## src/rtl/hse_pkg.sv

```systemverilog
`default_nettype none
// ----------------------------------------------------------------------------
// hse_pkg
// Shared types and constants for the heap sort engine and its sorting cells.
// ----------------------------------------------------------------------------
package hse_pkg;

  // width of one sorted value
  localparam int unsigned DataWidth = 32;

  // input item: one value of the set, last closes the set
  typedef struct packed {
    logic signed [DataWidth-1:0] in_value;
    logic                        in_last;
  } in_item_t;

  // result item: one value of the ascending run
  typedef struct packed {
    logic signed [DataWidth-1:0] out_value;
    logic                        out_last;
    logic                        overflow;
  } out_item_t;

  // what a cell shows to its neighbors
  typedef struct packed {
    logic                        valid;
    logic signed [DataWidth-1:0] value;
    logic                        take;
  } cell_link_t;

endpackage : hse_pkg
`default_nettype wire

```

## src/rtl/hse_cell.sv

```systemverilog
`default_nettype none
// ----------------------------------------------------------------------------
// hse_cell
// One slot of the sorting chain. During a load the row stays in ascending
// order: a cell takes the new value where it first fits and the cells above
// it shift up by one. During a drain every cell takes its upper neighbor.
// ----------------------------------------------------------------------------
module hse_cell (
  input  wire                                  clk_i,
  input  wire                                  rst_ni,
  input  wire                                  load_i,
  input  wire                                  drain_i,
  input  wire logic signed [hse_pkg::DataWidth-1:0] new_value_i,
  input  wire hse_pkg::cell_link_t             lower_i,
  input  wire hse_pkg::cell_link_t             upper_i,
  output      hse_pkg::cell_link_t             link_o
);
  import hse_pkg::*;

  logic                        valid_q, valid_d;
  logic signed [DataWidth-1:0] value_q, value_d;
  logic                        take;

  // new value belongs at or below this slot
  assign take = !valid_q || (new_value_i < value_q);

  // next content of the slot
  always_comb begin
    valid_d = valid_q;
    value_d = value_q;
    if (load_i) begin
      if (lower_i.take) begin
        valid_d = lower_i.valid;
        value_d = lower_i.value;
      end else if (take) begin
        valid_d = 1'b1;
        value_d = new_value_i;
      end
    end else if (drain_i) begin
      valid_d = upper_i.valid;
      value_d = upper_i.value;
    end
  end

  // occupancy
  always_ff @(posedge clk_i or negedge rst_ni) begin
    if (!rst_ni) begin
      valid_q <= 1'b0;
    end else begin
      valid_q <= valid_d;
    end
  end

  // slot data
  always_ff @(posedge clk_i) begin
    value_q <= value_d;
  end

  assign link_o.valid = valid_q;
  assign link_o.value = value_q;
  assign link_o.take  = take;

endmodule : hse_cell
`default_nettype wire

```

## config.mk

```make
export PLATFORM = sky130hd
export DESIGN_NAME = hse_cell
export DESIGN_NICKNAME = d
export VERILOG_FILES = /design/src/rtl/hse_pkg.sv /design/src/rtl/hse_cell.sv
export SDC_FILE = /design/constraint.sdc
export NUM_CORES = 1
export LEC_CHECK = 0
export BUFFER_PORTS_ARGS = -buffer_cell sky130_fd_sc_hd__buf_2
export CAP_MARGIN = 20
export CORE_MARGIN = 2
export CORE_UTILIZATION = 45
export CTS_CLUSTER_SIZE = 12
export DETAILED_ROUTE_END_ITERATION = 12
export GPL_TIMING_DRIVEN = 0
export PLACE_DENSITY = 0.83
export SLEW_MARGIN = 20
export SYNTH_ARGS = -nofsm -noshare
export SYNTH_HDL_FRONTEND = slang
export SYNTH_SLANG_ARGS = --single-unit
```

## constraint.sdc

```tcl
create_clock -name clk_i -period 7.35 [get_ports clk_i]
set_input_delay 1.47 -clock clk_i [delete_from_list [all_inputs] [get_ports clk_i]]
set_output_delay 1.47 -clock clk_i [all_outputs]
set_load 0.1 [all_outputs]
```

After elaboration in Yosys (flattened, before gate mapping)
Cells that the tools add are included.

Bits in registers: 33. Latch bits: 0. RAM bits: 0. Memory bits (read-only): 0. Bits of input ports: 104. Output and inout bits: 34. Logic and storage cells: 16. Memories kept: 0.

Add/sub/neg operators: 0. $mul: 0. Div/mod/pow operators: 0. Magnitude comparators: 1. Eq/ne operators: 1. Shifts and indexed selects: 0. Multiplexer cells: 8. Bitwise gates (word level): 0. Reduce and logical (&&, ||, !) cells: 4.

Operators by type and width (count): $mux 32 (4); $lt 32x32->1 (1); $mux 1 (4); $ne 3x1->1 const B (1); $reduce_and 2->1 (1); $reduce_bool 2->1 (1); $logic_not 1->1 (1); $logic_or 1x1->1 (1).

Depth between registers and ports, before layout
Gate-level depths: netlist of the first run.

Word-level depth: 5. Depth in mapped cells: 9. Mapped depth without buffers: 8.

Worst setup path before layout of the first run
OpenSTA, ideal clock, no wires.

Path type: input to output. From: input new_value_i[11] (netlist name). To: output link_o[0] (netlist name). Data arrival time: 3.082 ns. Data required time: 5.880 ns. Setup slack: 2.798 ns. Stages: 8. Buffers on the path: 1. Cells stage by stage: ha_1 and4_1 o211ai_1 a2111o_1 a31oi_1 nor2_1 mux2i_1 buf_4.

Longest elaborated chain between the ends: 2.

RTL lines: from (decl) (line hse_cell.sv:13) `input wire logic signed [hse_pkg::DataWidth-1:0] new_value_i,`; $lt 32x32->1 (line hse_cell.sv:25) `assign take = !valid_q || (new_value_i < value_q);`; $logic_or 1x1->1 (line hse_cell.sv:25); to (decl) (line hse_cell.sv:16) `output hse_pkg::cell_link_t link_o`.

No other way between the ends.

Worst setup path in the final report of the first run
From: input new_value_i[31] (netlist name). To: output link_o[0] (netlist name).

The elaborated chain is that of the path after synthesis.

==> results.sh, run 1 <==
export IMPL_start_util_pct=46.1
export IMPL_slew_limit_headroom_pct=62.9
export IMPL_final_cells=480
export IMPL_avgSynthCellArea_um2=9.51
export IMPL_cts_setup_buffers=0
export IMPL_drtPass1Iterations=4
export IMPL_setup_viol=0
export IMPL_wl_met3_um=400
export IMPL_track_usage_pct=20.6
export IMPL_syn_nets=400
export IMPL_num_vias=2415
export IMPL_finalSetupTns_ps=0
export IMPL_drc_errors=0
export IMPL_cts_tree="built"
export IMPL_cp_buffers_inverters=3
export IMPL_start_kind="primary input"
export IMPL_combPwrFrac_pct=46.0
export IMPL_grt_pass1_vias=2243
export IMPL_p_sw_share_pct=44.6
export IMPL_synth_cell_types=36
export IMPL_p_clk_share_pct=19.6
export IMPL_synthesis_area_mm2=0.00252
export IMPL_seq_power_share_pct=34.3
export IMPL_syn2layout_area_growth_pct=34.6
export IMPL_ir_drop_mv=0.130
export IMPL_min_path_cells=2
export IMPL_antenna_found_initial=0
export IMPL_yosysWarningCount=0
export IMPL_skew_ps=6.62
export IMPL_min_period_ps=5240
export IMPL_power_density_mw_per_mm2=210
export IMPL_cts_buffer_depth=2
export IMPL_worstPathRequired_ps=5880
export IMPL_cpPeakStageDelay_ps=450
export IMPL_crit_top_cell="buf_2"
export IMPL_crit_slowest_cell="nor4_1"
export IMPL_worstMarginPinSlew_ps=557
export IMPL_dieArea_mm2=0.00622
export IMPL_p_switching_w=0.000318
export IMPL_dieHeight_um=78.9
export IMPL_io_buffers=134
export IMPL_dp_hpwl_um=5410
export IMPL_max_freq_ghz=0.191
export IMPL_clock_sinks=33
export IMPL_place_inst=472
export IMPL_highest_layer="met4"
export IMPL_worstSetupEndpointType="primary output"
export IMPL_cp_arrival_ps=3770
export IMPL_routed_wl_um=6590
export IMPL_timing_hold_violations_final=0
export IMPL_syn_inst=265
export IMPL_drv_slew=0
export IMPL_crit_path_cell_trace="buf_2 > ha_1 > nand4_2 > nor4_1 > nand4_1 > a31oi_1 > nor2_1 > mux2i_1 > buf_4 > buf_2"
export IMPL_die_w_um=78.9
export IMPL_core_area_mm2=0.00547
export IMPL_layout_common_cells="137 x buf_2, 44 x a21oi_1, 36 x nor2_1, 33 x mux2i_1"
export IMPL_grt_overflow_total=0
export IMPL_postCtsHoldBufs=0
export IMPL_p_leak_nw=1.78
export IMPL_period_share_pct=71.3
export IMPL_grt_pass1_wl_um=10000
export IMPL_worst_slack_ps=2110
export IMPL_path_delay_family="simple AND/OR/NAND/NOR gates"
export IMPL_fp_row_count=27
export IMPL_preCtsSetupSlack_ps=2090
export IMPL_clkTransAtPathRegs_ps=70
export IMPL_met1Wirelength_um=2830
export IMPL_post_drt_wl_per_cell_um=13.7
export IMPL_worstSetupPathDepth=10
export IMPL_status="complete, no violations"
export IMPL_place_congestion=0.785
export IMPL_io_pins=138
export IMPL_postRouteAntennaNets=0
export IMPL_worstSetupPathType="in -> out"
export IMPL_intPower_w=0.000394
export IMPL_clk_latency_ps=280
export IMPL_rsz0062_at_grt="false"
export IMPL_numCtsBuffers=5
export IMPL_cap_violations=0
export IMPL_cts_resized=0
export IMPL_routed_via_density=5.03
export IMPL_htree_levels=2
export IMPL_diodes=0
export IMPL_root_buffer="clkbuf_8"
export IMPL_finalNetCount=542
export IMPL_fin_util_pct=62.0
export IMPL_grt_max_degree=26
export IMPL_first_iter_violations=92
export IMPL_r2r_cells=9
export IMPL_dr_wl_met2_um=3270
export IMPL_layout_commonest_cell="buf_2"
export IMPL_hp_class="reg -> reg"
export IMPL_fill_cells=502
export IMPL_drive_gt1_share_pct=37.0
export IMPL_yosys_register_bits=33
export IMPL_worstPathMaxFanout=4
export IMPL_ys_seq_area_share_pct=39.1
## power groups by stage
stage / registers (W) / logic [W] / clock network (W)
after global placement: 0.000248 / 0.000320 / 0
after CTS: 0.000245 / 0.000329 / 0.000145
after global routing: 0.000247 / 0.000351 / 0.000150
after floorplan: 0.000396 / 0.000107 / 0
final: 0.000244 / 0.000328 / 0.000140
after detailed placement: 0.000249 / 0.000329 / 0
## registers in the layout, summed over array words and instances (netlist names)
| name | count |
|---|---|
| valid_q | 1 |
| value_q | 32 |
## cell families (layout without fill, tap and decap cells)
family | count (synthesis) | in the layout | share of synthesized area, %
adders and majority gates | 31 | 31 | 15.4
and+or+nand+nor | 61 | 61 | 11.1
DFF | 33 | 33 | 39.1
muxes | 34 | 34 | 13.5
buffers and inverters | 46 | 189 | 7.30
AOI/OAI and AO/OA | 60 | 60 | 13.5
## worst register-to-register path, stage by stage, from the launching register on
cell and delay (ps):
edfxtp_1 340, inv_1 40, ha_1 350, nand4_2 170, nor4_1 450, nand2_1 160
o211ai_2 130, a2bb2oi_1 170, and2_2 300, buf_12 230
## area by class of cell
cell class              count  area [µm²]  area share (%)
clock buffers               8        90.1            2.65
multi-input cells         186        1350            39.9
plain buffers              14        63.8            1.88
repair buffers            135         691            20.4
well taps                  72        90.1            2.65
inverters                  32         120            3.54
flip-flops and latches     33         986            29.1
## stage by stage
stage | instance area, µm² | hold WS (ps) | total power [W]
floorplan | 2520 | 627 | 0.000502
global placement | 3280 | 650 | 0.000568
detailed placement | 3300 | 665 | 0.000577
CTS | 3390 | 681 | 0.000718
global route | 3390 | 713 | 0.000749
finish | 3390 | 681 | 0.000712
## Yosys cell counts
cell	count	area, µm²
a211oi_1	1	7.51
nor4_1	1	6.26
a2bb2oi_1	1	8.76
nand2_1	10	37.5
o211ai_1	1	7.51
nor2b_1	1	6.26
nand4_2	1	12.5
dfrtp_1	1	25.0
nor2_1	36	135
a21oi_1	44	220
a31oi_1	1	6.26
and2_0	1	6.26
a221oi_1	1	8.76
mux2_2	1	11.3
and4_1	1	8.76
and4_4	1	11.3
nand3b_1	1	7.51
o211ai_2	1	12.5
a2111o_1	1	11.3
nand4_1	2	12.5
inv_1	32	120
edfxtp_1	32	961
o21a_1	1	7.51
o21ai_0	5	25.0
buf_2	3	15.0
nand3_1	2	10.0
and2_1	2	12.5
ha_1	31	388
and3b_1	1	8.76
a21o_1	1	7.51
mux2i_1	33	330
buf_4	2	15.0
o22a_1	1	8.76
a221o_1	1	10.0
nor3_1	1	5.00
clkbuf_1	9	33.8
## final timing paths
path | startpoint | endpoint | slack [ps]
min reg2reg | valid_q$_DFFE_PN0P_ | valid_q$_DFFE_PN0P_ | 680
max in group asynchronous | rst_ni | valid_q$_DFFE_PN0P_ | 6310
min | valid_q$_DFFE_PN0P_ | valid_q$_DFFE_PN0P_ | 680
min in group asynchronous | rst_ni | valid_q$_DFFE_PN0P_ | 950
max reg2reg | value_q[31]$_DFFE_PP_ | value_q[24]$_DFFE_PP_ | 4720
max | new_value_i[31] | link_o[0] | 2110
## metal layers
layer  GRT usage, %  vias up
met1           25.6     1097
met3           3.41        8
met2           36.7       87
met5              0        -
met4           6.38        0
li1               -     1223
Note: power is estimated with default switching activity, not from simulation.
==> inputs of run 2 (changes only) <==
--- a/config.mk
+++ b/config.mk
@@ -5,6 +5,7 @@
 export SDC_FILE = /design/constraint.sdc
 export NUM_CORES = 1
 export LEC_CHECK = 0
+export ABC_AREA = 1
 export BUFFER_PORTS_ARGS = -buffer_cell sky130_fd_sc_hd__buf_2
 export CAP_MARGIN = 20
 export CORE_MARGIN = 2
==> constraint.sdc (replaced) <==
create_clock -name clk_i -period 5.1 [get_ports clk_i]
set_input_delay 1.02 -clock clk_i [delete_from_list [all_inputs] [get_ports clk_i]]
set_output_delay 1.02 -clock clk_i [all_outputs]
set_load 0.1 [all_outputs]
==> run 2 against run 1 <==
  * Critical path depth increased by 1
  * Area after synthesis fell by 2.1%
  * Global-route usage up 1.6 points
  * Combinational power rose by 52%
  * Critical path type unchanged
  * Count of clock-buffer cells in the layout did not move
  * Die area fell by 2.0%
  * Utilization is 1.9 points higher
  * Clock skew up 3.8 ps
  * Via count increased by 6.6%
  * Highest routed layer unchanged
  * Sequential power increased by 47%
  * Register-to-register slack worse by 2100 ps
  * Largest cell class unchanged
==> results.sh, run 2 <==
export IMPL_postRouteAntennaNets=0
export IMPL_fin_util_pct=63.9
export IMPL_r2r_setup_slack_ps=2580
export IMPL_io_buffers=136
export IMPL_grt_pass1_wl_um=10800
export IMPL_skew_ps=10.4
export IMPL_worstMarginPinSlew_ps=699
export IMPL_drive_gt1_share_pct=33.1
export IMPL_slew_limit_headroom_pct=53.3
export IMPL_reg2reg_to="value_q[19]$_DFFE_PP_"
export IMPL_async_flop_share_pct=3.03
export IMPL_track_usage_pct=22.2
export IMPL_ys_seq_area_share_pct=39.9
export IMPL_cts_resized=0
export IMPL_grt_overflow_total=0
export IMPL_crit_path_cell_trace="buf_2 > ha_1 > a21oi_1 > nor2_1 > nor2_1 > nand3_1 > a21oi_1 > nand3_1 > nand3_1 > buf_4 > buf_2"
export IMPL_drc_errors=0
export IMPL_drv_slew=0
export IMPL_htree_levels=2
export IMPL_fp_row_count=26
export IMPL_core_area_mm2=0.00520
export IMPL_die_w_um=78.1
export IMPL_finalPower_w=0.00106
export IMPL_numCtsBuffers=5
export IMPL_finalNetCount=599
export IMPL_hp_class="in -> async"
export IMPL_syn_nets=456
export IMPL_synth_most_common_cell="nand2_1"
export IMPL_drtPass1Iterations=4
export IMPL_layout_common_cells="136 x buf_2, 129 x nand2_1, 42 x inv_1, 37 x nand3_1, 32 x edfxtp_1"
export IMPL_postCtsHoldBufs=0
export IMPL_syn2layout_area_growth_pct=34.8
export IMPL_start_kind="primary input"
export IMPL_power_density_mw_per_mm2=319
export IMPL_first_iter_violations=86
export IMPL_syn_inst=321
export IMPL_synthesis_area_mm2=0.00247
export IMPL_min_period_ps=3790
export IMPL_crit_top_cell="nand3_1"
export IMPL_dieHeight_um=78.1
export IMPL_worstSetupEndpointType="primary output"
export IMPL_largest_reg_flops=32
export IMPL_r2r_start="value_q[21]$_DFFE_PP_"
export IMPL_cap_violations=0
export IMPL_r2r_cells=11
export IMPL_clk_latency_ps=290
export IMPL_routed_via_density=4.81
export IMPL_io_pins=138
export IMPL_cpPeakStageDelay_ps=410
export IMPL_worstPathRequired_ps=4080
export IMPL_largest_register="value_q"
export IMPL_synth_cell_types=22
export IMPL_preCtsSetupSlack_ps=1300
export IMPL_grt_max_degree=33
export IMPL_stdcell_area_mm2=0.00333
export IMPL_dieArea_mm2=0.00609
export IMPL_timing_hold_violations_final=0
export IMPL_setup_viol=0
export IMPL_grt_pass1_vias=2528
export IMPL_crit_slowest_cell="buf_2"
export IMPL_routed_wl_um=6610
export IMPL_cts_buffer_depth=2
export IMPL_yosysWarningCount=0
export IMPL_period_share_pct=74.3
export IMPL_dpl_instance_area_mm2=0.00324
export IMPL_max_freq_ghz=0.264
export IMPL_clock_sinks=33
export IMPL_start_util_pct=47.4
export IMPL_status="complete, no violations"
export IMPL_dp_hpwl_um=5410
export IMPL_diodes=0
export IMPL_antenna_found_initial=0
export IMPL_root_buffer="clkbuf_8"
export IMPL_yosys_register_bits=33
export IMPL_worstPathMaxFanout=2
export IMPL_p_leak_nw=1.84
export IMPL_num_vias=2575
export IMPL_cts_setup_buffers=0
export IMPL_synth_top_area_share_pct=38.9
export IMPL_place_congestion=0.852
export IMPL_rsz0062_at_grt="false"
export IMPL_avgSynthCellArea_um2=7.69
export IMPL_post_drt_wl_per_cell_um=12.4
export IMPL_ys_flop_type="edfxtp_1"
export IMPL_synth_edf_count=32
export IMPL_worstSetupPathType="in -> out"
export IMPL_synth_top_cells_by_count="129 x nand2_1, 43 x inv_1, 37 x nand3_1, 32 x edfxtp_1, 31 x ha_1"
export IMPL_ir_drop_mv=0.171
export IMPL_ys_top_cells_by_area="edfxtp_1 39%, nand2_1 20%, ha_1 16%"
export IMPL_clkTransAtPathRegs_ps=70
export IMPL_worst_slack_ps=1310
export IMPL_finalSetupTns_ps=0
export IMPL_cp_arrival_ps=2770
export IMPL_reg_top3="value_q: 32 flops, valid_q: 1 flops"
export IMPL_yosys_area_top_type="edfxtp_1"
export IMPL_layout_commonest_cell="buf_2"
export IMPL_cts_tree="built"
## run 2: metrics by stage
step	hold slack, ps	std cells
3_5_place_dp	539	527
5_1_grt	494	535
4_1_cts	489	535
2_1_floorplan	501	321
3_3_place_gp	531	527
6_report	495	535
## run 2: worst max path at each step
stage | startpoint | end | slack, ps | depth (start not counted)
6_report | new_value_i[21] | link_o[0] | 1310 | 11
5_1_grt | new_value_i[5] | link_o[0] | 1140 | 13
4_1_cts | new_value_i[5] | link_o[0] | 1290 | 13
3_5_place_dp | new_value_i[5] | link_o[0] | 1300 | 13
3_3_place_gp | new_value_i[5] | link_o[0] | 1320 | 13
2_1_floorplan | value_q[21]$_DFFE_PP_ | link_o[0] | 1780 | 10
## run 2: worst max-delay path, delay by kind of cell
| kind | cells | cell delay, ps |
|---|---|---|
| buffers and inverters | 3 | 620 |
| AO/OA/AOI/OAI | 2 | 340 |
| AND/OR/NAND/NOR | 5 | 480 |
| adder cells (fa/ha/maj) | 1 | 300 |
## run 2: routing by layer
| layer | wire length [µm] | GRT usage (%) | vias to the layer above | part of all wire, % |
|---|---|---|---|---|
| met3 | 417 | 5.29 | 10 | 6.3 |
| met5 | 0 | 0 | - | 0 |
| met2 | 3450 | 41.9 | 95 | 52 |
| li1 | - | - | 1326 | - |
| met4 | 85 | 5.79 | 0 | 1.3 |
| met1 | 2660 | 25.0 | 1144 | 40 |
## run 2: layout make-up
| type | count | area, µm² |
|---|---|---|
| tap | 70 | 87.6 |
| fill | 471 | 1880 |
| buffer | 11 | 48.8 |
| inverter | 43 | 161 |
| clock buffer | 8 | 90.1 |
| timing repair buffer | 136 | 681 |
| multi-input combinational | 234 | 1270 |
| sequential | 33 | 986 |
## run 2: cells by family after synthesis
| group | Yosys count | synth area share [%] |
|---|---|---|
| AO/OA/AOI/OAI | 21 | 4.51 |
| flip-flops | 33 | 39.9 |
| adder cells (fa/ha/maj) | 31 | 15.7 |
| AND/OR/NAND/NOR | 182 | 31.3 |
| buffers and inverters | 54 | 8.51 |
## run 2: power breakdown
part | total (W) | leakage, nW | switching, W | internal [W]
Clock | 0.000205 | 0.0455 | 0.0000945 | 0.000110
Sequential | 0.000358 | 0.341 | 0.0000175 | 0.000341
Combinational | 0.000498 | 1.45 | 0.000383 | 0.000115
==> inputs of run 3 (changes only) <==
--- a/config.mk
+++ b/config.mk
@@ -5,15 +5,15 @@
 export SDC_FILE = /design/constraint.sdc
 export NUM_CORES = 1
 export LEC_CHECK = 0
-export ABC_AREA = 1
+export ABC_AREA = 0
 export BUFFER_PORTS_ARGS = -buffer_cell sky130_fd_sc_hd__buf_2
 export CAP_MARGIN = 20
 export CORE_MARGIN = 2
-export CORE_UTILIZATION = 45
+export CORE_UTILIZATION = 41
 export CTS_CLUSTER_SIZE = 12
 export DETAILED_ROUTE_END_ITERATION = 12
 export GPL_TIMING_DRIVEN = 0
-export PLACE_DENSITY = 0.83
+export PLACE_DENSITY = 0.8
 export SLEW_MARGIN = 20
 export SYNTH_ARGS = -nofsm -noshare
 export SYNTH_HDL_FRONTEND = slang
==> constraint.sdc (replaced) <==
create_clock -name clk_i -period 3.4 [get_ports clk_i]
set_input_delay 0.68 -clock clk_i [delete_from_list [all_inputs] [get_ports clk_i]]
set_output_delay 0.68 -clock clk_i [all_outputs]
set_load 0.1 [all_outputs]
==> run 3 against run 2 <==
  * Sequential share of layout area shrank 1.2 points
  * First-iteration DRC count down 15%
  * Clock power up 63%
  * Clock skew about the same
  * Largest power group unchanged
  * Hold slack got worse by 340 ps
  * Cell area increased by 4.4%
  * Utilization fell by 5.3 points
  * Global-route usage down 0.46 points
  * Setup slack worse by 1200 ps
  * Sequential cell count stayed put
==> results.sh, run 3 (synthesized netlist as in run 1, its figures left out) <==
export IMPL_cap_violations=0
export IMPL_place_inst=474
export IMPL_cp_arrival_ps=2640
export IMPL_grt_max_degree=33
export IMPL_final_cells=482
export IMPL_min_period_ps=3320
export IMPL_worstPathRequired_ps=2720
export IMPL_hp_class="in -> async"
export IMPL_dieHeight_um=82.4
export IMPL_r2r_setup_slack_ps=650
export IMPL_dp_hpwl_um=5750
export IMPL_io_buffers=134
export IMPL_drc_errors=0
export IMPL_post_drt_wl_per_cell_um=15.0
export IMPL_slew_limit_headroom_pct=47.0
export IMPL_drv_slew=0
export IMPL_period_share_pct=97.6
export IMPL_status="complete, no violations"
export IMPL_grt_pass1_wl_um=11100
export IMPL_power_density_mw_per_mm2=460
export IMPL_place_congestion=0.839
export IMPL_routed_via_density=5.08
export IMPL_drive_gt1_share_pct=38.8
export IMPL_syn2layout_area_growth_pct=37.8
export IMPL_track_usage_pct=21.8
export IMPL_setup_worst_path_end="link_o[0]"
export IMPL_fin_util_pct=58.7
export IMPL_reg2reg_to="value_q[13]$_DFFE_PP_"
export IMPL_timing_hold_violations_final=0
export IMPL_worstMarginPinSlew_ps=796
export IMPL_die_w_um=82.4
export IMPL_cts_setup_buffers=0
export IMPL_setup_viol=0
export IMPL_diodes=0
export IMPL_crit_start="new_value_i[26]"
export IMPL_drtPass1Iterations=4
export IMPL_reg_top3="value_q: 32 flops, valid_q: 1 flops"
export IMPL_rsz0062_at_grt="false"
export IMPL_clk_latency_ps=290
export IMPL_largest_reg_flops=32
export IMPL_grt_overflow_total=0
export IMPL_worstPathMaxFanout=2
export IMPL_finalPower_w=0.00160
export IMPL_worstSetupEndpointType="primary output"
export IMPL_num_vias=2447
export IMPL_p_leak_nw=1.80
export IMPL_numCtsBuffers=5
export IMPL_finalNetCount=541
export IMPL_root_buffer="clkbuf_8"
export IMPL_fp_row_count=28
export IMPL_core_area_mm2=0.00592
export IMPL_cts_tree="built"
export IMPL_layout_common_cells="136 x buf_2, 44 x a21oi_1, 35 x nor2_1, 33 x mux2i_1"
export IMPL_grt_pass1_vias=2504
export IMPL_skew_ps=9.95
export IMPL_clock_sinks=33
export IMPL_start_util_pct=42.6
export IMPL_antenna_found_initial=0
export IMPL_start_kind="primary input"
export IMPL_postRouteAntennaNets=0
export IMPL_largest_register="value_q"
export IMPL_r2r_cells=8
export IMPL_htree_levels=2
export IMPL_dieArea_mm2=0.00679
export IMPL_layout_commonest_cell="buf_2"
export IMPL_worstSetupPathType="in -> out"
export IMPL_max_freq_ghz=0.301
export IMPL_routed_wl_um=7210
export IMPL_postCtsHoldBufs=0
export IMPL_io_pins=138
export IMPL_worst_hold_slack_ps=158
export IMPL_first_iter_violations=73
export IMPL_clkTransAtPathRegs_ps=70
export IMPL_r2r_start="value_q[25]$_DFFE_PP_"
export IMPL_cts_buffer_depth=2
export IMPL_ir_drop_mv=0.239
## run 3: report_power, final
group	leakage [nW]	internal, W	switching (W)	total, W
logic	1.42	0.000192	0.000543	0.000735
clock network	0.0542	0.000183	0.000152	0.000335
registers	0.327	0.000507	0.0000221	0.000529
total	1.80	0.000882	0.000717	0.00160
## run 3: through the flow
stage	cell area [µm²]	TNS, ps	setup WS, ps
after detailed placement	3290	-316	-316
final	3470	0	83.0
after global placement	3290	-284	-284
after floorplan	2520	0	44.7
after global routing	3470	0	0.132
after CTS	3420	0	0.147
## run 3: worst min-delay path by stage
stage	to	slack, ps	from
3_3_place_gp	valid_q$_DFFE_PN0P_	460	rst_ni
3_5_place_dp	valid_q$_DFFE_PN0P_	460	rst_ni
4_1_cts	valid_q$_DFFE_PN0P_	150	rst_ni
2_1_floorplan	valid_q$_DFFE_PN0P_	380	rst_ni
5_1_grt	valid_q$_DFFE_PN0P_	140	rst_ni
6_report	valid_q$_DFFE_PN0P_	160	rst_ni
## run 3: area by class of cell
type / count / area (µm²)
Buffer: 14 / 63.8
Clock buffer: 7 / 96.3
Clock inverter: 1 / 5.00
Fill cell: 537 / 2450
Inverter: 32 / 120
Multi-Input combinational cell: 186 / 1420
Sequential cell: 33 / 986
Tap cell: 75 / 93.8
Timing Repair Buffer: 134 / 686
## run 3: timing repair
item,CTS,global route
pin swaps,0,3
setup endpoints to repair,1,1
resized for setup,5,7
## run 3: critical path: stages
cell and delay [ps]:
buf_2 130, ha_4 270, nand4_1 200, nor4_4 340
nand4_1 220, a31oi_4 220, nor2_2 70, mux2i_1 180
buf_4 150, buf_12 160
## run 3: layer usage
| metal | track usage [%] | routed length (µm) |
|---|---|---|
| met4 | 6.83 | 103 |
| met1 | 25.1 | 2970 |
| met3 | 3.91 | 437 |
| met2 | 40.3 | 3700 |
| met5 | 0 | 0 |
